$ cat src/sv/abm_pkg.sv
// Shared constants, operator codes and payload types of the alpha blend unit.
// No dependencies; every other file refers to this package by scoped names.
package abm_pkg;

    localparam int ALPHA_W   = 8;
    localparam int MODE_W    = 6;
    localparam int CFG_IDX_W = 2;

    // Restoring divider: quotient bits per stage and the stage count
    localparam int DIV_NUM_W  = 18;
    localparam int DIV_DEN_W  = 8;
    localparam int DIV_REM_W  = DIV_DEN_W + 1;
    localparam int DIV_STEP   = 3;
    localparam int DIV_STAGES = DIV_NUM_W / DIV_STEP;

    // Signed width of intermediate results before clamping
    localparam int CALC_W = 19;

    // Register indexes
    localparam logic [CFG_IDX_W-1:0] CFG_BLEND_MODE = 2'd0;
    localparam logic [CFG_IDX_W-1:0] CFG_CLAMP_LOW  = 2'd1;
    localparam logic [CFG_IDX_W-1:0] CFG_CLAMP_HIGH = 2'd2;

    localparam logic [MODE_W-1:0]  BLEND_MODE_RST = 6'd0;
    localparam logic [ALPHA_W-1:0] CLAMP_LOW_RST  = 8'd16;
    localparam logic [ALPHA_W-1:0] CLAMP_HIGH_RST = 8'd235;

    // Operator codes
    localparam logic [MODE_W-1:0] MODE_ADDITIVE     = 6'd0;
    localparam logic [MODE_W-1:0] MODE_SUBTRACTIVE  = 6'd1;
    localparam logic [MODE_W-1:0] MODE_MULTIPLY     = 6'd2;
    localparam logic [MODE_W-1:0] MODE_DIVIDE       = 6'd3;
    localparam logic [MODE_W-1:0] MODE_LIGHTEN      = 6'd4;
    localparam logic [MODE_W-1:0] MODE_HARDLIGHT    = 6'd5;
    localparam logic [MODE_W-1:0] MODE_DIFFERENCE   = 6'd6;
    localparam logic [MODE_W-1:0] MODE_DIFF_NEGATE  = 6'd7;
    localparam logic [MODE_W-1:0] MODE_EXCLUSIVE    = 6'd8;
    localparam logic [MODE_W-1:0] MODE_BASE         = 6'd9;
    localparam logic [MODE_W-1:0] MODE_FREEZE       = 6'd10;
    localparam logic [MODE_W-1:0] MODE_UNFREEZE     = 6'd11;
    localparam logic [MODE_W-1:0] MODE_REL_ADD      = 6'd12;
    localparam logic [MODE_W-1:0] MODE_REL_SUB      = 6'd13;
    localparam logic [MODE_W-1:0] MODE_MAX_SEL      = 6'd14;
    localparam logic [MODE_W-1:0] MODE_MIN_SEL      = 6'd15;
    localparam logic [MODE_W-1:0] MODE_REL_LUMA_ADD = 6'd16;
    localparam logic [MODE_W-1:0] MODE_REL_LUMA_SUB = 6'd17;
    localparam logic [MODE_W-1:0] MODE_MIN_SUBSEL   = 6'd18;
    localparam logic [MODE_W-1:0] MODE_MAX_SUBSEL   = 6'd19;
    localparam logic [MODE_W-1:0] MODE_ADD_SUBSEL   = 6'd20;
    localparam logic [MODE_W-1:0] MODE_ADD_AVERAGE  = 6'd21;
    localparam logic [MODE_W-1:0] MODE_EXP1         = 6'd22;
    localparam logic [MODE_W-1:0] MODE_EXP2         = 6'd23;
    localparam logic [MODE_W-1:0] MODE_EXP3         = 6'd24;
    localparam logic [MODE_W-1:0] MODE_MULTISUB     = 6'd25;
    localparam logic [MODE_W-1:0] MODE_SOFTBURN     = 6'd26;
    localparam logic [MODE_W-1:0] MODE_INV_BURN     = 6'd27;
    localparam logic [MODE_W-1:0] MODE_DODGE        = 6'd28;
    localparam logic [MODE_W-1:0] MODE_DIST_ADD     = 6'd29;
    localparam logic [MODE_W-1:0] MODE_DIST_SUB     = 6'd30;
    localparam logic [MODE_W-1:0] MODE_EXP4         = 6'd31;
    localparam logic [MODE_W-1:0] MODE_NEG_DIV      = 6'd32;

    typedef struct packed {
        logic [ALPHA_W-1:0] a;
        logic [ALPHA_W-1:0] b;
    } pair_t;

    // Carried alongside the second divider pass
    typedef struct packed {
        logic [ALPHA_W-1:0] a;
        logic [ALPHA_W-1:0] b;
        logic [16:0]        q0;
        logic [15:0]        q1;
        logic               qz;
    } fin_side_t;

endpackage

$ cat src/sv/abm_if.sv
// Stream and configuration channel interfaces of the alpha blend unit.
// Depends on abm_pkg for field widths.
interface abm_in_if;
    logic                        valid;
    logic                        ready;
    logic [abm_pkg::ALPHA_W-1:0] alpha_a;
    logic [abm_pkg::ALPHA_W-1:0] alpha_b;
    modport source (output valid, output alpha_a, output alpha_b, input ready);
    modport sink   (input valid, input alpha_a, input alpha_b, output ready);
endinterface

interface abm_out_if;
    logic                        valid;
    logic                        ready;
    logic [abm_pkg::ALPHA_W-1:0] alpha_out;
    modport source (output valid, output alpha_out, input ready);
    modport sink   (input valid, input alpha_out, output ready);
endinterface

interface abm_cfg_if;
    logic                          valid;
    logic                          ready;
    logic [abm_pkg::CFG_IDX_W-1:0] index;
    logic [abm_pkg::ALPHA_W-1:0]   data;
    modport source (output valid, output index, output data, input ready);
    modport sink   (input valid, input index, input data, output ready);
endinterface

$ cat src/sv/abm_prep.sv
// Front stage: selects multiplier operands and divisors per operator.
// Depends on abm_pkg.
module abm_prep (
    input  logic                                         clk,
    input  logic                                         rst_n,
    input  logic                                         in_valid,
    output logic                                         in_ready,
    input  abm_pkg::pair_t                               in_pair,
    input  logic [abm_pkg::MODE_W-1:0]                   mode,
    output logic                                         out_valid,
    input  logic                                         out_ready,
    output logic [1:0][abm_pkg::DIV_NUM_W-1:0]           out_num,
    output logic [1:0][abm_pkg::DIV_DEN_W-1:0]           out_den,
    output abm_pkg::pair_t                               out_side
);

    logic                                valid_reg;
    logic [1:0][abm_pkg::DIV_NUM_W-1:0]  num_reg, num_next;
    logic [1:0][abm_pkg::DIV_DEN_W-1:0]  den_reg, den_next;
    abm_pkg::pair_t                      side_reg;
    logic [8:0]                          x0, y0, x1, y1;
    logic [7:0]                          a, b;

    assign in_ready = !valid_reg || out_ready;
    assign a        = in_pair.a;
    assign b        = in_pair.b;

    always_comb
    begin
        x0 = {1'b0, a};
        y0 = {1'b0, b};
        x1 = 9'd255 - {1'b0, a};
        y1 = 9'd255 - {1'b0, b};
        den_next[0] = 8'd1;
        den_next[1] = 8'd1;
        unique case (mode)
            abm_pkg::MODE_DIVIDE:
            begin
                y0 = 9'd1;
                den_next[0] = (b > 8'd1) ? b : 8'd1;
            end
            abm_pkg::MODE_FREEZE:
            begin
                x0 = 9'd255 - {1'b0, a};
                y0 = x0;
                den_next[0] = (b != 8'd0) ? b : 8'd1;
            end
            abm_pkg::MODE_UNFREEZE:
            begin
                x0 = 9'd255 - {1'b0, b};
                y0 = x0;
                den_next[0] = (a != 8'd0) ? a : 8'd1;
            end
            abm_pkg::MODE_MULTISUB:
            begin
                y0 = 9'd1;
                den_next[0] = (b != 8'd255) ? 8'd255 - b : 8'd1;
            end
            abm_pkg::MODE_EXP4:
            begin
                x0 = 9'd256 - {1'b0, a};
                y0 = x0;
                den_next[0] = (a != 8'd0) ? a : 8'd1;
                x1 = 9'd256 - {1'b0, b};
                y1 = x1;
                den_next[1] = (b != 8'd0) ? b : 8'd1;
            end
            abm_pkg::MODE_NEG_DIV:
            begin
                y0 = {1'b0, a};
                den_next[0] = (b != 8'd255) ? 8'd255 - b : 8'd1;
            end
            default:
            begin
                x0 = {1'b0, a};
            end
        endcase
        num_next[0] = x0 * y0;
        num_next[1] = x1 * y1;
    end

    always_ff @(posedge clk or negedge rst_n)
    begin
        if (!rst_n)
        begin
            valid_reg <= 1'b0;
        end
        else if (in_ready)
        begin
            valid_reg <= in_valid;
        end
    end

    always_ff @(posedge clk)
    begin
        if (in_valid && in_ready)
        begin
            num_reg  <= num_next;
            den_reg  <= den_next;
            side_reg <= in_pair;
        end
    end

    assign out_valid = valid_reg;
    assign out_num   = num_reg;
    assign out_den   = den_reg;
    assign out_side  = side_reg;

endmodule

$ cat src/sv/abm_div_stage.sv
// One stage of the restoring divider: DIV_STEP quotient bits per lane.
// Depends on abm_pkg for divider widths.
module abm_div_stage #(
    parameter int LANES  = 1,
    parameter int SIDE_W = 1
) (
    input  logic                                        clk,
    input  logic                                        rst_n,
    input  logic                                        in_valid,
    output logic                                        in_ready,
    input  logic [LANES-1:0][abm_pkg::DIV_REM_W-1:0]    in_rem,
    input  logic [LANES-1:0][abm_pkg::DIV_NUM_W-1:0]    in_work,
    input  logic [LANES-1:0][abm_pkg::DIV_DEN_W-1:0]    in_den,
    input  logic [SIDE_W-1:0]                           in_side,
    output logic                                        out_valid,
    input  logic                                        out_ready,
    output logic [LANES-1:0][abm_pkg::DIV_REM_W-1:0]    out_rem,
    output logic [LANES-1:0][abm_pkg::DIV_NUM_W-1:0]    out_work,
    output logic [LANES-1:0][abm_pkg::DIV_DEN_W-1:0]    out_den,
    output logic [SIDE_W-1:0]                           out_side
);

    logic                                          valid_reg;
    logic [LANES-1:0][abm_pkg::DIV_REM_W-1:0]      rem_reg, rem_next;
    logic [LANES-1:0][abm_pkg::DIV_NUM_W-1:0]      work_reg, work_next;
    logic [LANES-1:0][abm_pkg::DIV_DEN_W-1:0]      den_reg;
    logic [SIDE_W-1:0]                             side_reg;

    assign in_ready = !valid_reg || out_ready;

    always_comb
    begin
        logic [abm_pkg::DIV_REM_W-1:0] r;
        logic [abm_pkg::DIV_NUM_W-1:0] w;
        for (int l = 0; l < LANES; l++)
        begin
            r = in_rem[l];
            w = in_work[l];
            for (int k = 0; k < abm_pkg::DIV_STEP; k++)
            begin
                r = {r[abm_pkg::DIV_REM_W-2:0], w[abm_pkg::DIV_NUM_W-1]};
                w = {w[abm_pkg::DIV_NUM_W-2:0], 1'b0};
                if (r >= {1'b0, in_den[l]})
                begin
                    r    = r - {1'b0, in_den[l]};
                    w[0] = 1'b1;
                end
            end
            rem_next[l]  = r;
            work_next[l] = w;
        end
    end

    always_ff @(posedge clk or negedge rst_n)
    begin
        if (!rst_n)
        begin
            valid_reg <= 1'b0;
        end
        else if (in_ready)
        begin
            valid_reg <= in_valid;
        end
    end

    always_ff @(posedge clk)
    begin
        if (in_valid && in_ready)
        begin
            rem_reg  <= rem_next;
            work_reg <= work_next;
            den_reg  <= in_den;
            side_reg <= in_side;
        end
    end

    assign out_valid = valid_reg;
    assign out_rem   = rem_reg;
    assign out_work  = work_reg;
    assign out_den   = den_reg;
    assign out_side  = side_reg;

endmodule

$ cat src/sv/abm_mid.sv
// Middle stage: derives the second-pass product and divisor from the
// first-pass quotients. Depends on abm_pkg.
module abm_mid (
    input  logic                                  clk,
    input  logic                                  rst_n,
    input  logic                                  in_valid,
    output logic                                  in_ready,
    input  logic [1:0][abm_pkg::DIV_NUM_W-1:0]    in_quo,
    input  abm_pkg::pair_t                        in_side,
    input  logic [abm_pkg::MODE_W-1:0]            mode,
    output logic                                  out_valid,
    input  logic                                  out_ready,
    output logic [0:0][abm_pkg::DIV_NUM_W-1:0]    out_num,
    output logic [0:0][abm_pkg::DIV_DEN_W-1:0]    out_den,
    output abm_pkg::fin_side_t                    out_side
);

    logic                               valid_reg;
    logic [abm_pkg::DIV_NUM_W-1:0]      num_reg, num_next;
    logic [abm_pkg::DIV_DEN_W-1:0]      den_reg, den_next;
    abm_pkg::fin_side_t                 side_reg, side_next;
    logic [abm_pkg::DIV_NUM_W-1:0]      q0, q1;
    logic [7:0]                         a, b, p, qv;
    logic [8:0]                         d, mx, my;

    assign in_ready = !valid_reg || out_ready;
    assign a  = in_side.a;
    assign b  = in_side.b;
    assign q0 = in_quo[0];
    assign q1 = in_quo[1];

    always_comb
    begin
        d  = 9'd255 - {1'b0, q1[15:8]} - {1'b0, q0[15:8]};
        p  = (a == 8'd0 || q0 >= 18'd255) ? 8'd0 : 8'd255 - q0[7:0];
        qv = (b == 8'd0 || q1 >= 18'd255) ? 8'd0 : 8'd255 - q1[7:0];
        mx = 9'd0;
        my = 9'd0;
        den_next = 8'd1;
        unique case (mode)
            abm_pkg::MODE_BASE:
            begin
                mx = {1'b0, a};
                my = d;
            end
            abm_pkg::MODE_EXP4:
            begin
                mx = 9'd256 - {1'b0, p};
                my = 9'd256 - {1'b0, b};
                den_next = (qv != 8'd0) ? qv : 8'd1;
            end
            default:
            begin
                mx = 9'd0;
            end
        endcase
        num_next     = mx * my;
        side_next.a  = a;
        side_next.b  = b;
        side_next.q0 = q0[16:0];
        side_next.q1 = q1[15:0];
        side_next.qz = (qv == 8'd0);
    end

    always_ff @(posedge clk or negedge rst_n)
    begin
        if (!rst_n)
        begin
            valid_reg <= 1'b0;
        end
        else if (in_ready)
        begin
            valid_reg <= in_valid;
        end
    end

    always_ff @(posedge clk)
    begin
        if (in_valid && in_ready)
        begin
            num_reg  <= num_next;
            den_reg  <= den_next;
            side_reg <= side_next;
        end
    end

    assign out_valid  = valid_reg;
    assign out_num[0] = num_reg;
    assign out_den[0] = den_reg;
    assign out_side   = side_reg;

endmodule

$ cat src/sv/abm_final.sv
// Output stage: selects the operator result, clamps, and holds the result.
// Depends on abm_pkg.
module abm_final (
    input  logic                            clk,
    input  logic                            rst_n,
    input  logic                            in_valid,
    output logic                            in_ready,
    input  logic [abm_pkg::DIV_NUM_W-1:0]   in_quo,
    input  abm_pkg::fin_side_t              in_side,
    input  logic [abm_pkg::MODE_W-1:0]      mode,
    input  logic [abm_pkg::ALPHA_W-1:0]     clamp_low,
    input  logic [abm_pkg::ALPHA_W-1:0]     clamp_high,
    output logic                            out_valid,
    input  logic                            out_ready,
    output logic [abm_pkg::ALPHA_W-1:0]     alpha_out
);

    localparam int CW = abm_pkg::CALC_W;

    logic                       valid_reg;
    logic [7:0]                 alpha_reg, alpha_next;
    logic [7:0]                 a, b, amax, amin, half_sum, diff8;
    logic [16:0]                q0;
    logic [15:0]                q1;
    logic [8:0]                 rel_sub, mm_lo, mm_hi, avg;
    logic signed [CW-1:0]       sa, sb, sq0, sc, sq2, t_add, s7, abs7, neg7;

    function automatic logic [7:0] clampv(input logic signed [CW-1:0] x,
                                          input logic [7:0] lo,
                                          input logic [7:0] hi);
        logic signed [CW-1:0] slo, shi;
        slo = $signed({{(CW-8){1'b0}}, lo});
        shi = $signed({{(CW-8){1'b0}}, hi});
        priority if (x < slo)
            return lo;
        else if (x > shi)
            return hi;
        else
            return x[7:0];
    endfunction

    assign in_ready = !valid_reg || out_ready;
    assign a  = in_side.a;
    assign b  = in_side.b;
    assign q0 = in_side.q0;
    assign q1 = in_side.q1;

    always_comb
    begin
        sa       = $signed({{(CW-8){1'b0}}, a});
        sb       = $signed({{(CW-8){1'b0}}, b});
        sq0      = $signed({2'b00, q0});
        sc       = $signed({{(CW-8){1'b0}}, q0[15:8]});
        sq2      = $signed({{(CW-8){1'b0}}, in_quo[15:8]});
        t_add    = sa + sb + sb - 19'sd255;
        amax     = (a > b) ? a : b;
        amin     = (a > b) ? b : a;
        half_sum = {1'b0, a[7:1]} + {1'b0, b[7:1]};
        diff8    = a - b;
        rel_sub  = {1'b0, a} + 9'd255 - {1'b0, b};
        mm_lo    = {1'b0, amin} + 9'd255 - {1'b0, amax};
        mm_hi    = {1'b0, amax} + 9'd255 - {1'b0, amin};
        avg      = {1'b0, a} + {1'b0, b};
        s7       = 19'sd255 - sa - sb;
        abs7     = (s7 < 0) ? -s7 : s7;
        neg7     = 19'sd255 - abs7;
        unique case (mode)
            abm_pkg::MODE_ADDITIVE,
            abm_pkg::MODE_EXP2:         alpha_next = clampv(t_add, clamp_low, clamp_high);
            abm_pkg::MODE_SUBTRACTIVE:  alpha_next = clampv(sa - sb, clamp_low, clamp_high);
            abm_pkg::MODE_MULTIPLY:     alpha_next = q0[15:8];
            abm_pkg::MODE_DIVIDE,
            abm_pkg::MODE_MULTISUB,
            abm_pkg::MODE_NEG_DIV:      alpha_next = q0[7:0];
            abm_pkg::MODE_LIGHTEN,
            abm_pkg::MODE_MAX_SEL:      alpha_next = amax;
            abm_pkg::MODE_HARDLIGHT:
                alpha_next = (b < 8'd128) ? q0[14:7] : 8'd255 - q1[14:7];
            abm_pkg::MODE_DIFFERENCE:   alpha_next = amax - amin;
            abm_pkg::MODE_DIFF_NEGATE:  alpha_next = neg7[7:0];
            abm_pkg::MODE_EXCLUSIVE:
                alpha_next = clampv(t_add - sc, clamp_low, clamp_high);
            abm_pkg::MODE_BASE:
                alpha_next = clampv(sc + sq2, clamp_low, clamp_high);
            abm_pkg::MODE_FREEZE:
                alpha_next = (b != 8'd0)
                           ? clampv(19'sd255 - sq0, clamp_low, clamp_high) : a;
            abm_pkg::MODE_UNFREEZE:
                alpha_next = (a != 8'd0)
                           ? clampv(19'sd255 - sq0, clamp_low, clamp_high) : a;
            abm_pkg::MODE_REL_ADD:      alpha_next = half_sum;
            abm_pkg::MODE_REL_SUB,
            abm_pkg::MODE_REL_LUMA_SUB: alpha_next = rel_sub[8:1];
            abm_pkg::MODE_MIN_SEL:      alpha_next = amin;
            abm_pkg::MODE_REL_LUMA_ADD:
                alpha_next = clampv($signed({{(CW-8){1'b0}}, half_sum}),
                                    clamp_low, clamp_high);
            abm_pkg::MODE_MIN_SUBSEL:   alpha_next = mm_lo[8:1];
            abm_pkg::MODE_MAX_SUBSEL:   alpha_next = mm_hi[8:1];
            abm_pkg::MODE_ADD_SUBSEL:   alpha_next = (b < a) ? avg[8:1] : a;
            abm_pkg::MODE_ADD_AVERAGE,
            abm_pkg::MODE_DIST_ADD:
                alpha_next = clampv($signed({{(CW-9){1'b0}}, avg}),
                                    clamp_low, clamp_high);
            abm_pkg::MODE_EXP1:
                alpha_next = clampv(t_add >>> 1, clamp_low, clamp_high);
            abm_pkg::MODE_EXP3:         alpha_next = a;
            abm_pkg::MODE_SOFTBURN:
                // both division branches reduce to constant results
                alpha_next = (avg <= 9'd255) ? ((a == 8'd255) ? 8'd255 : 8'd0)
                                             : 8'd255;
            abm_pkg::MODE_INV_BURN:
                alpha_next = clampv((a == 8'd0) ? 19'sd0 : 19'sd255,
                                    clamp_low, clamp_high);
            abm_pkg::MODE_DODGE:        alpha_next = (a == 8'd255) ? 8'd255 : 8'd0;
            abm_pkg::MODE_DIST_SUB:
                alpha_next = clampv($signed({{(CW-8){1'b0}}, diff8}),
                                    clamp_low, clamp_high);
            abm_pkg::MODE_EXP4:
                alpha_next = in_side.qz ? 8'd0 : 8'd255 - in_quo[7:0];
            default:                    alpha_next = a;
        endcase
    end

    always_ff @(posedge clk or negedge rst_n)
    begin
        if (!rst_n)
        begin
            valid_reg <= 1'b0;
        end
        else if (in_ready)
        begin
            valid_reg <= in_valid;
        end
    end

    always_ff @(posedge clk)
    begin
        if (in_valid && in_ready)
        begin
            alpha_reg <= alpha_next;
        end
    end

    assign out_valid = valid_reg;
    assign alpha_out = alpha_reg;

endmodule

$ cat src/sv/alpha_blend_mode_unit.sv
// Top level of the alpha blend unit: configuration registers and the pipeline.
// Depends on abm_pkg, abm_if, abm_prep, abm_div_stage, abm_mid and abm_final.
//
// Usage:
//   samples : alpha pairs (alpha_a, alpha_b); a transfer when valid and ready.
//   result  : one blended alpha_out per accepted pair, in arrival order.
//   cfg     : register writes (index 0 blend_mode, 1 clamp_low, 2 clamp_high);
//             always ready, writes to index 3 are dropped. Write only while
//             no pair is in flight.
// Pipeline: one operand stage, six divider stages, one mid stage, six
//   more divider stages and the output register lie between a samples
//   transfer and result valid. Each divider stage retires three quotient bits.
// Throughput: one pair per cycle while result.ready stays high. Every stage
//   holds a valid bit and advances when it is empty or the stage after it
//   advances, so bubbles close up and samples stay ready until the pipeline fills.
// Reset: all valid bits clear, registers return to additive mode with
//   bounds 16..235. When the receiver stalls, the result holds and the
//   pipeline fills up before samples.ready drops.
module alpha_blend_mode_unit (
    input  logic              clk,
    input  logic              rst_n,
    abm_in_if.sink            samples,
    abm_out_if.source         result,
    abm_cfg_if.sink           cfg
);

    localparam int NS         = abm_pkg::DIV_STAGES;
    localparam int PIPE_DEPTH = 2 * NS + 3;
    localparam int CNT_W      = $clog2(PIPE_DEPTH + 1);
    localparam int SIDE1_W    = $bits(abm_pkg::pair_t);
    localparam int SIDE2_W    = $bits(abm_pkg::fin_side_t);

    logic [abm_pkg::MODE_W-1:0]  blend_mode_reg;
    logic [abm_pkg::ALPHA_W-1:0] clamp_low_reg;
    logic [abm_pkg::ALPHA_W-1:0] clamp_high_reg;

    // First divider pass (two lanes)
    logic [NS:0]                                     d1_valid, d1_ready;
    logic [NS:0][1:0][abm_pkg::DIV_REM_W-1:0]        d1_rem;
    logic [NS:0][1:0][abm_pkg::DIV_NUM_W-1:0]        d1_work;
    logic [NS:0][1:0][abm_pkg::DIV_DEN_W-1:0]        d1_den;
    logic [NS:0][SIDE1_W-1:0]                        d1_side;
    abm_pkg::pair_t                                  in_pair, prep_side;

    // Second divider pass (one lane)
    logic [NS:0]                                     d2_valid, d2_ready;
    logic [NS:0][0:0][abm_pkg::DIV_REM_W-1:0]        d2_rem;
    logic [NS:0][0:0][abm_pkg::DIV_NUM_W-1:0]        d2_work;
    logic [NS:0][0:0][abm_pkg::DIV_DEN_W-1:0]        d2_den;
    logic [NS:0][SIDE2_W-1:0]                        d2_side;
    abm_pkg::fin_side_t                              mid_side;

    logic                                            fin_valid;
    logic [PIPE_DEPTH-1:0]                           stage_valid;
    logic [CNT_W-1:0]                                inflight_reg, inflight_next;
    logic                                            in_xfer, out_xfer;

    // Configuration registers
    assign cfg.ready = 1'b1;

    always_ff @(posedge clk or negedge rst_n)
    begin
        if (!rst_n)
        begin
            blend_mode_reg <= abm_pkg::BLEND_MODE_RST;
            clamp_low_reg  <= abm_pkg::CLAMP_LOW_RST;
            clamp_high_reg <= abm_pkg::CLAMP_HIGH_RST;
        end
        else if (cfg.valid)
        begin
            unique case (cfg.index)
                abm_pkg::CFG_BLEND_MODE: blend_mode_reg <= cfg.data[abm_pkg::MODE_W-1:0];
                abm_pkg::CFG_CLAMP_LOW:  clamp_low_reg  <= cfg.data;
                abm_pkg::CFG_CLAMP_HIGH: clamp_high_reg <= cfg.data;
                default:                 blend_mode_reg <= blend_mode_reg;
            endcase
        end
    end

    // Operand stage: products and divisors
    assign in_pair.a = samples.alpha_a;
    assign in_pair.b = samples.alpha_b;

    abm_prep u_prep (
        .clk       (clk),
        .rst_n     (rst_n),
        .in_valid  (samples.valid),
        .in_ready  (samples.ready),
        .in_pair   (in_pair),
        .mode      (blend_mode_reg),
        .out_valid (d1_valid[0]),
        .out_ready (d1_ready[0]),
        .out_num   (d1_work[0]),
        .out_den   (d1_den[0]),
        .out_side  (prep_side)
    );

    assign d1_rem[0]  = '0;
    assign d1_side[0] = prep_side;

    genvar gi;
    generate
        for (gi = 0; gi < NS; gi++)
        begin : g_div1
            abm_div_stage #(
                .LANES  (2),
                .SIDE_W (SIDE1_W)
            ) u_stage (
                .clk       (clk),
                .rst_n     (rst_n),
                .in_valid  (d1_valid[gi]),
                .in_ready  (d1_ready[gi]),
                .in_rem    (d1_rem[gi]),
                .in_work   (d1_work[gi]),
                .in_den    (d1_den[gi]),
                .in_side   (d1_side[gi]),
                .out_valid (d1_valid[gi+1]),
                .out_ready (d1_ready[gi+1]),
                .out_rem   (d1_rem[gi+1]),
                .out_work  (d1_work[gi+1]),
                .out_den   (d1_den[gi+1]),
                .out_side  (d1_side[gi+1])
            );
        end
    endgenerate

    // Mid stage: set up the second quotient
    abm_mid u_mid (
        .clk       (clk),
        .rst_n     (rst_n),
        .in_valid  (d1_valid[NS]),
        .in_ready  (d1_ready[NS]),
        .in_quo    (d1_work[NS]),
        .in_side   (abm_pkg::pair_t'(d1_side[NS])),
        .mode      (blend_mode_reg),
        .out_valid (d2_valid[0]),
        .out_ready (d2_ready[0]),
        .out_num   (d2_work[0]),
        .out_den   (d2_den[0]),
        .out_side  (mid_side)
    );

    assign d2_rem[0]  = '0;
    assign d2_side[0] = mid_side;

    generate
        for (gi = 0; gi < NS; gi++)
        begin : g_div2
            abm_div_stage #(
                .LANES  (1),
                .SIDE_W (SIDE2_W)
            ) u_stage (
                .clk       (clk),
                .rst_n     (rst_n),
                .in_valid  (d2_valid[gi]),
                .in_ready  (d2_ready[gi]),
                .in_rem    (d2_rem[gi]),
                .in_work   (d2_work[gi]),
                .in_den    (d2_den[gi]),
                .in_side   (d2_side[gi]),
                .out_valid (d2_valid[gi+1]),
                .out_ready (d2_ready[gi+1]),
                .out_rem   (d2_rem[gi+1]),
                .out_work  (d2_work[gi+1]),
                .out_den   (d2_den[gi+1]),
                .out_side  (d2_side[gi+1])
            );
        end
    endgenerate

    // Output stage: select, clamp and hold the result
    abm_final u_final (
        .clk        (clk),
        .rst_n      (rst_n),
        .in_valid   (d2_valid[NS]),
        .in_ready   (d2_ready[NS]),
        .in_quo     (d2_work[NS][0]),
        .in_side    (abm_pkg::fin_side_t'(d2_side[NS])),
        .mode       (blend_mode_reg),
        .clamp_low  (clamp_low_reg),
        .clamp_high (clamp_high_reg),
        .out_valid  (fin_valid),
        .out_ready  (result.ready),
        .alpha_out  (result.alpha_out)
    );

    assign result.valid = fin_valid;

    // Occupancy tracking for the checks below
    assign stage_valid = {fin_valid, d2_valid, d1_valid};
    assign in_xfer     = samples.valid && samples.ready;
    assign out_xfer    = result.valid && result.ready;

    always_comb
    begin
        inflight_next = inflight_reg;
        if (in_xfer && !out_xfer)
            inflight_next = inflight_reg + 1'b1;
        else if (out_xfer && !in_xfer)
            inflight_next = inflight_reg - 1'b1;
    end

    always_ff @(posedge clk or negedge rst_n)
    begin
        if (!rst_n)
            inflight_reg <= '0;
        else
            inflight_reg <= inflight_next;
    end

    // Every transfer in flight sits in exactly one stage
    assert property (@(posedge clk) disable iff (!rst_n)
        $countones(stage_valid) == 32'(inflight_reg))
        else $error("pipeline occupancy does not match transfers in flight");

    // An empty operand stage never back-pressures the source
    assert property (@(posedge clk) disable iff (!rst_n)
        !d1_valid[0] |-> samples.ready)
        else $error("samples stalled with empty operand stage");

    // Divisors reaching the dividers are never zero
    assert property (@(posedge clk) disable iff (!rst_n)
        d1_valid[0] |-> (d1_den[0][0] != '0 && d1_den[0][1] != '0))
        else $error("zero divisor in first divider pass");

    assert property (@(posedge clk) disable iff (!rst_n)
        d2_valid[0] |-> d2_den[0][0] != '0)
        else $error("zero divisor in second divider pass");

endmodule

$ cat src/flat_wrapper.sv
// flat-port wrapper written by rule: the top's interface ports become plain ports
module alpha_blend_mode_unit_flat 
  (clk, rst_n, samples_valid, samples_alpha_a, samples_alpha_b, samples_ready, result_valid, result_alpha_out, result_ready, cfg_valid, cfg_index, cfg_data, cfg_ready);
  abm_in_if samples_i ();
  abm_out_if result_i ();
  abm_cfg_if cfg_i ();
  input  logic clk;
  input  logic rst_n;
  input wire logic [$bits(samples_i.valid)-1:0] samples_valid;
  input wire logic [$bits(samples_i.alpha_a)-1:0] samples_alpha_a;
  input wire logic [$bits(samples_i.alpha_b)-1:0] samples_alpha_b;
  output wire logic [$bits(samples_i.ready)-1:0] samples_ready;
  output wire logic [$bits(result_i.valid)-1:0] result_valid;
  output wire logic [$bits(result_i.alpha_out)-1:0] result_alpha_out;
  input wire logic [$bits(result_i.ready)-1:0] result_ready;
  input wire logic [$bits(cfg_i.valid)-1:0] cfg_valid;
  input wire logic [$bits(cfg_i.index)-1:0] cfg_index;
  input wire logic [$bits(cfg_i.data)-1:0] cfg_data;
  output wire logic [$bits(cfg_i.ready)-1:0] cfg_ready;
  assign samples_i.valid = samples_valid;
  assign samples_i.alpha_a = samples_alpha_a;
  assign samples_i.alpha_b = samples_alpha_b;
  assign samples_ready = samples_i.ready;
  assign result_valid = result_i.valid;
  assign result_alpha_out = result_i.alpha_out;
  assign result_i.ready = result_ready;
  assign cfg_i.valid = cfg_valid;
  assign cfg_i.index = cfg_index;
  assign cfg_i.data = cfg_data;
  assign cfg_ready = cfg_i.ready;
  alpha_blend_mode_unit u_core (.clk(clk), .rst_n(rst_n), .samples(samples_i), .result(result_i), .cfg(cfg_i));
endmodule
$ cat config.mk
export PLATFORM = sky130hd
export DESIGN_NAME = alpha_blend_mode_unit_flat
export DESIGN_NICKNAME = d
export VERILOG_FILES = /design/src/sv/abm_pkg.sv /design/src/sv/abm_if.sv /design/src/sv/abm_prep.sv /design/src/sv/abm_div_stage.sv /design/src/sv/abm_mid.sv /design/src/sv/abm_final.sv /design/src/sv/alpha_blend_mode_unit.sv /design/src/flat_wrapper.sv
export SDC_FILE = /design/constraint.sdc
export NUM_CORES = 2
export LEC_CHECK = 0
export ABC_AREA = 1
export BUFFER_PORTS_ARGS = -buffer_cell sky130_fd_sc_hd__buf_4
export CAP_MARGIN = 10
export CORE_MARGIN = 2
export CORE_UTILIZATION = 25
export DETAILED_ROUTE_END_ITERATION = 7
export PLACE_DENSITY = 0.38
export SYNTH_ARGS = -nofsm -noshare
export SYNTH_HDL_FRONTEND = slang
export SYNTH_SLANG_ARGS = --single-unit
$ cat constraint.sdc
create_clock -name clk -period 7.2 [get_ports clk]
set_input_delay 1.08 -clock clk [delete_from_list [all_inputs] [get_ports clk]]
set_output_delay 1.08 -clock clk [all_outputs]
set_load 0.1 [all_outputs]
# Word level (Yosys, flattened, before mapping)
# Index checks and enable logic that the tools add are counted.
# op_classes
n_reduce_logical,70
muxes,150
bitwise,0
mul,3
div_mod_pow,0
n_lt_le_gt_ge,82
shift,0
addsub,85
eq_ne,35
# ops
op,count
$mux W8,88
$ge A9 B8 Y1,51
$sub A8 B8 Y8,50
$pmux W8 S26,1
$eq A6 B5 Y1 const B,15
$mul A9 B9 Y18,3
$mux W1,54
$eq A6 B4 Y1 const B,8
$pmux W9 S5,1
$reduce_bool A8 Y1,5
$sub A8 B8 Y8 const A,5
$ge A18 B8 Y1 const B,2
$pmux W9 S2,2
$sub A8 B8 Y9 const A,4
$sub A9 B8 Y9,4
$sub A9 B8 Y9 const A,4
$gt A8 B8 Y1,4
$logic_not A8 Y1,4
$lt A8 B8 Y1,4
$pmux W8 S4,1
$add A8 B8 Y9,3
$add A8 B8 Y9 const B,3
$pmux W9 S3,1
$eq A6 B3 Y1 const B,4
43 further kinds,104
# word_totals
mem_bits_ro,0
ff_bits,1147
out_inout_bits,11
n_memories,0
in_bits,31
ramBits,0
latch_bits,0

# Depth between registers and ports, before layout
# logic_depth
word_depth,17
depth_mapped,43
ltp_nobuf,42

# Hierarchy
# A second synthesis with hierarchy kept.
# hier_totals
cells_unflattened,9814
hier_area_um2,86784.5
# modules_own_cells
module,seq_area_each_um2,instances,cells_per_inst,area_each_um2
abm_div_stage (u_core.g_div2[1].u_stage ...),2577.5,5,361,4140.2
abm_div_stage (u_core.g_div1[2].u_stage ...),2607.5,3,654,5903.2
abm_final,265.3,1,2017,10926.7
abm_prep,2067.0,1,1025,8728.4
abm_mid,2307.2,1,646,6127.1
abm_div_stage (u_core.g_div1[0].u_stage),2607.5,1,640,5858.1
abm_div_stage (u_core.g_div1[5].u_stage),2607.5,1,636,5804.3
abm_div_stage (u_core.g_div1[1].u_stage),2607.5,1,616,5724.2
abm_div_stage (u_core.g_div2[0].u_stage),2577.5,1,365,4202.8
alpha_blend_mode_unit,559.3,1,102,1002.2

# Worst setup path after synthesis
# Ideal clock, no wire load.
# synth_timing
kind,input -> register
startpoint,input samples_alpha_b[2]
endpoint,"register u_core.u_prep.num_reg, in the netlist u_core.u_prep.out_num[35] (data pin)"
stages,25
arrival_ns,6.268
path_slack_ns,0.671
path_buffers,1
setup_ns,0.261
cell_sequence,clkbuf_1 nor4_1 nand2_1 nor3_1 a21oi_1 o21ai_0 o21ai_0 inv_1 nand2_1 fa_1 fa_1 inv_1 fa_1 fa_1 ha_1 a21o_1 a21oi_1 o21ai_0 a21o_1 a21oi_1 o21ai_0 a21oi_1 nor2_1 nor2_1 xor2_1
# synth_lines
item,line_no,text
"start, declared",flat_wrapper.sv:11,input wire logic [$bits(samples_i.alpha_b)-1:0] samples_alpha_b;
"end signal, assigned",abm_prep.sv:98,num_reg <= num_next;
"end, declared",abm_prep.sv:18,"logic [1:0][abm_pkg::DIV_NUM_W-1:0] num_reg, num_next;"

# Worst setup path after layout
# layout_timing
startpoint,"register u_core.g_div1[5].u_stage.work_reg, in the netlist u_core.g_div1[5].u_stage.out_work[29]"
endpoint,"register u_core.u_mid.num_reg, in the netlist u_core.u_mid.out_num[17] (data pin)"
# layout_between
elab_chain_len,4
# layout_rtl
item,line_no,text
"start, declared",abm_div_stage.sv:25,"logic [LANES-1:0][abm_pkg::DIV_NUM_W-1:0] work_reg, work_next;"
"start signal, assigned",abm_div_stage.sv:71,work_reg <= work_next;
$sub A8 B8 Y9,abm_mid.sv:34,"d = 9'd255 - {1'b0, q1[15:8]} - {1'b0, q0[15:8]};"
$sub A9 B8 Y9,abm_mid.sv:34,
$pmux W9 S2,abm_mid.sv:40,unique case (mode)
$mul A9 B9 Y18,abm_mid.sv:57,num_next = mx * my;
"named net u_core.u_mid.num_next, one bit",abm_mid.sv:19,"logic [abm_pkg::DIV_NUM_W-1:0] num_reg, num_next;"
"end signal, assigned",abm_mid.sv:81,num_reg <= num_next;
"end, declared",abm_mid.sv:19,
# The timed path passes the listed nets, and every way through them passes these cells.
# A chain may end at the register's enable or synchronous reset.

==> metrics.log <==
[metrics] critical-path cell with the highest stage delay: sky130_fd_sc_hd__fa_1
[metrics] startpoint class of the critical path: register
[metrics] Die Ht: 541 µm
[metrics] Final ANT Viol Nets: 0
[metrics] post-synthesis sequential element count: 1,081
[metrics] pin slew with the least headroom to its limit: 1.13 ns
[metrics] Die Outline Area: 0.293 mm²
[metrics] fraction of layout instances using a drive strength above 1: 7.63%
[metrics] first-pass GRT wire length: 323,000 µm
[metrics] Net count, final: 8,746
[metrics] post-DR vias/cell: 4.48
[metrics] latest clock arrival within the worst-skew pair: 0.81 ns
[metrics] Netlist Area Pre-Place: 0.0721 mm²
[metrics] max reg flops: 252
[metrics] via total after detailed routing: 52,200
[metrics] Clock Root Buffer: sky130_fd_sc_hd__clkbuf_16
[metrics] startpoint of the lowest-slack register-to-register path: u_core.g_div1[5].u_stage.out_work[29]$_DFFE_PP_
[metrics] Clock Skews: 0.0855 ns
[metrics] largest buffer count on any clock path: 4
[metrics] class of the worst hold path: primary input to asynchronous set/reset pin
[metrics] max-slew violation count: 0
[metrics] number of buffers inserted during clock tree synthesis: 140
[metrics] R2R setup slack: 0.48 ns
[metrics] CP dominant cell by count: sky130_fd_sc_hd__nor2_1
[metrics] synthesized instance count: 7,525
[metrics] remaining max-slew budget at the tightest pin: 24.0%
[metrics] WHS: 0.352 ns
[metrics] peak fanout along the critical path: 9
[metrics] Clock transition at path regs: 0.05 ns
[metrics] number of antenna violations at the first check in global routing: 8
[metrics] area of the placeable core: 0.288 mm²
[metrics] number of warnings reported in the yosys synthesis log: 0
[metrics] Finish-stage setup viols: 0
[metrics] final hold viol count: 0
[metrics] number of design rule violations left after detail routing: 0
[metrics] global route overflow: 0
[metrics] gpl congestion: 0.902
[metrics] floorplan row count: 197
[metrics] CP endpoint kind: register
[metrics] ranking of synthesized cells by instance count: sky130_fd_sc_hd__nand2_1 (1,349), sky130_fd_sc_hd__inv_1 (1,161), sky130_fd_sc_hd__edfxtp_1 (1,044)
[metrics] minimum setup slack in the final design: 0.475 ns
[metrics] largest cells by area after synthesis: sky130_fd_sc_hd__edfxtp_1 (43%), sky130_fd_sc_hd__ha_1 (13%), sky130_fd_sc_hd__nand2_1 (7.0%)
[metrics] arrival time worst endpoint: 7.22 ns
[metrics] largest net degree at the start of global routing: 69
[metrics] Max Cap Violations: 0
[metrics] Fmax: 149 MHz
[metrics] clock tree from TritonCTS: done
[metrics] quantity of hold-fixing buffers added after cts: 0
[metrics] critical path type: register to register
[metrics] initial drt markers: 2,994
[metrics] DP HPWL: 166,000 µm
[metrics] number of enable flip-flop cells after synthesis: 1,044
[metrics] endpoint of the most critical register-to-register path: u_core.u_mid.out_num[17]$_DFFE_PP_
[metrics] sequential-to-total area share from yosys stat: 44.7%
[metrics] post-synthesis area per instance: 9.59 µm²
[metrics] Yosys top cell area share: 43.5%
[metrics] Routed WL: 209,000 µm
[metrics] effective utilization at floorplan: 25.1%
[metrics] clock sink total: 1,081
[metrics] total routing usage reported by global routing: 14.2%
[metrics] post-synth top area cell: sky130_fd_sc_hd__edfxtp_1
[metrics] number of buffer cells added on primary ports: 40
[metrics] Tcrit/Tclk final: 93.4%
[metrics] Crit path largest cell delay: 0.55 ns
[metrics] vias in the first global route: 53,700
[metrics] fraction of registers with async set/reset: 3.42%
[metrics] status: completed
[metrics] Worst R2R Path Depth: 34
[metrics] library cell with the highest instance count after synthesis: sky130_fd_sc_hd__nand2_1
[metrics] predominant post-synthesis flop cell: sky130_fd_sc_hd__edfxtp_1
[metrics] number of H-tree levels: 4
[metrics] x dimension of the die: 541 µm
[metrics] routed wirelength normalized by instance count: 18.0 µm
[metrics] shortest period the worst path allows: 6.72 ns
[metrics] number of distinct library cell variants in the gate-level netlist after synthesis: 73
[metrics] Area growth, synth to finish: 14.1%
[metrics] Setup WS pre-CTS: 0.141 ns
[metrics] CP required: 7.70 ns
[metrics] io pins: 42
[metrics] detailed-routing iteration count for the pre-antenna-repair pass: 5
[through the flow]
| step | cell area, µm² | cells | setup TNS, ns | utilization, % |
|---|---|---|---|---|
| finish | 82300 | 11700 | 0 | 28.6 |
| global route | 82300 | 11700 | -0.0110 | 28.6 |
| CTS | 82100 | 11600 | 0 | 28.5 |
| detailed placement | 77700 | 11400 | 0 | 27.0 |
| global placement | 77700 | 11400 | 0 | 27.0 |
| floorplan | 72200 | 7536 | 0 | - |
[logic make-up (layout without fill, tap and decap cells)]
| kind of cell | after synthesis | count (layout) | synth area share, % |
|---|---|---|---|
| AO/OA/AOI/OAI | 1308 | 1308 | 10.3 |
| XOR/XNOR | 330 | 330 | 4.01 |
| adder cells (fa/ha/maj) | 942 | 942 | 18.5 |
| buffers and inverters | 1280 | 1611 | 6.97 |
| flip-flops | 1081 | 1081 | 44.7 |
| multiplexers | 7 | 7 | 0.109 |
| other | 2 | 18 | 0.0104 |
| AND/OR/NAND/NOR | 2575 | 2576 | 15.4 |
[cell usage in the layout, fill, tap and decap left out, types with 22 or more instances in the layout]
cell / synthesis / layout
sky130_fd_sc_hd__dfrtp_1: 30 / 30
sky130_fd_sc_hd__nand3_1: 278 / 278
sky130_fd_sc_hd__inv_1: 1161 / 1148
sky130_fd_sc_hd__clkbuf_1: 25 / 24
sky130_fd_sc_hd__xor2_1: 193 / 192
sky130_fd_sc_hd__buf_4: 29 / 181
sky130_fd_sc_hd__ha_1: 736 / 736
sky130_fd_sc_hd__nor2_2: 22 / 24
sky130_fd_sc_hd__nand2_2: 31 / 34
sky130_fd_sc_hd__o21bai_1: 51 / 51
sky130_fd_sc_hd__edfxtp_1: 1044 / 1044
sky130_fd_sc_hd__o21a_1: 24 / 24
sky130_fd_sc_hd__o21ai_0: 425 / 416
sky130_fd_sc_hd__nor2_1: 556 / 551
sky130_fd_sc_hd__clkinv_1: 5 / 27
sky130_fd_sc_hd__o21ai_1: 57 / 65
sky130_fd_sc_hd__xnor2_1: 137 / 135
sky130_fd_sc_hd__a21o_1: 29 / 29
sky130_fd_sc_hd__nand2_1: 1349 / 1343
sky130_fd_sc_hd__nand4_1: 131 / 131
sky130_fd_sc_hd__clkbuf_16: 0 / 144
sky130_fd_sc_hd__o211ai_1: 79 / 79
sky130_fd_sc_hd__or2_2: 27 / 27
sky130_fd_sc_hd__fa_1: 206 / 206
sky130_fd_sc_hd__a21oi_1: 508 / 501
sky130_fd_sc_hd__a211oi_1: 22 / 22
sky130_fd_sc_hd__inv_2: 19 / 27
sky130_fd_sc_hd__nor3_1: 84 / 83
[critical path, delay by kind of cell (launching register included)]
family	cells	cell delay (ns)
buffers and inverters	3	0.31
XOR/XNOR	1	0.13
AND/OR/NAND/NOR	13	0.98
flip-flops	1	0.43
AO/OA/AOI/OAI	10	1.53
adder cells (fa/ha/maj)	7	3.08
[per-layer routing]
metal | part of all wire [%] | vias up | track usage [%] | wire length (µm)
met3 | 3.4 | 280 | 1.74 | 7160
met5 | 0.0062 | - | 0 | 13
met2 | 48 | 860 | 24.4 | 99800
li1 | - | 26100 | - | -
met4 | 2.5 | 2 | 3.66 | 5300
met1 | 46 | 25000 | 18.9 | 97300
[layout make-up]
type                    count  area [µm²]
repair inverters            1        7.51
multi-input cells        5176       35000
repair buffers            185        1440
flip-flops and latches   1081       32300
clock buffers             168        3690
inverters                1188        4480
fillers                 30000      205000
diodes                      5        12.5
well taps                3781        4730
clock inverters            69         649
[how the worst max path moves through the flow]
stage	start	end	slack, ns
floorplan	samples_alpha_b[2]	u_core.u_prep.out_num[35]$_DFFE_PP_	0.67
global placement	samples_alpha_a[1]	u_core.u_prep.out_num[17]$_DFFE_PP_	0.02
detailed placement	samples_alpha_a[0]	u_core.u_prep.out_num[16]$_DFFE_PP_	0.14
CTS	u_core.g_div1[0].u_stage.out_den[4]$_DFFE_PP_	u_core.g_div1[1].u_stage.out_rem[6]$_DFFE_PP_	0.40
global route	u_core.g_div1[5].u_stage.out_work[27]$_DFFE_PP_	u_core.u_mid.out_num[17]$_DFFE_PP_	-0.01
finish	u_core.g_div1[5].u_stage.out_work[29]$_DFFE_PP_	u_core.u_mid.out_num[17]$_DFFE_PP_	0.48
[timing repair]
item	in CTS	in global routing
resized for setup	0	35
buffers inserted	0	17
setup endpoints to repair	0	74
Power is not shown: default switching activity piles up to over one toggle a cycle in this logic, so the estimate is an artifact.
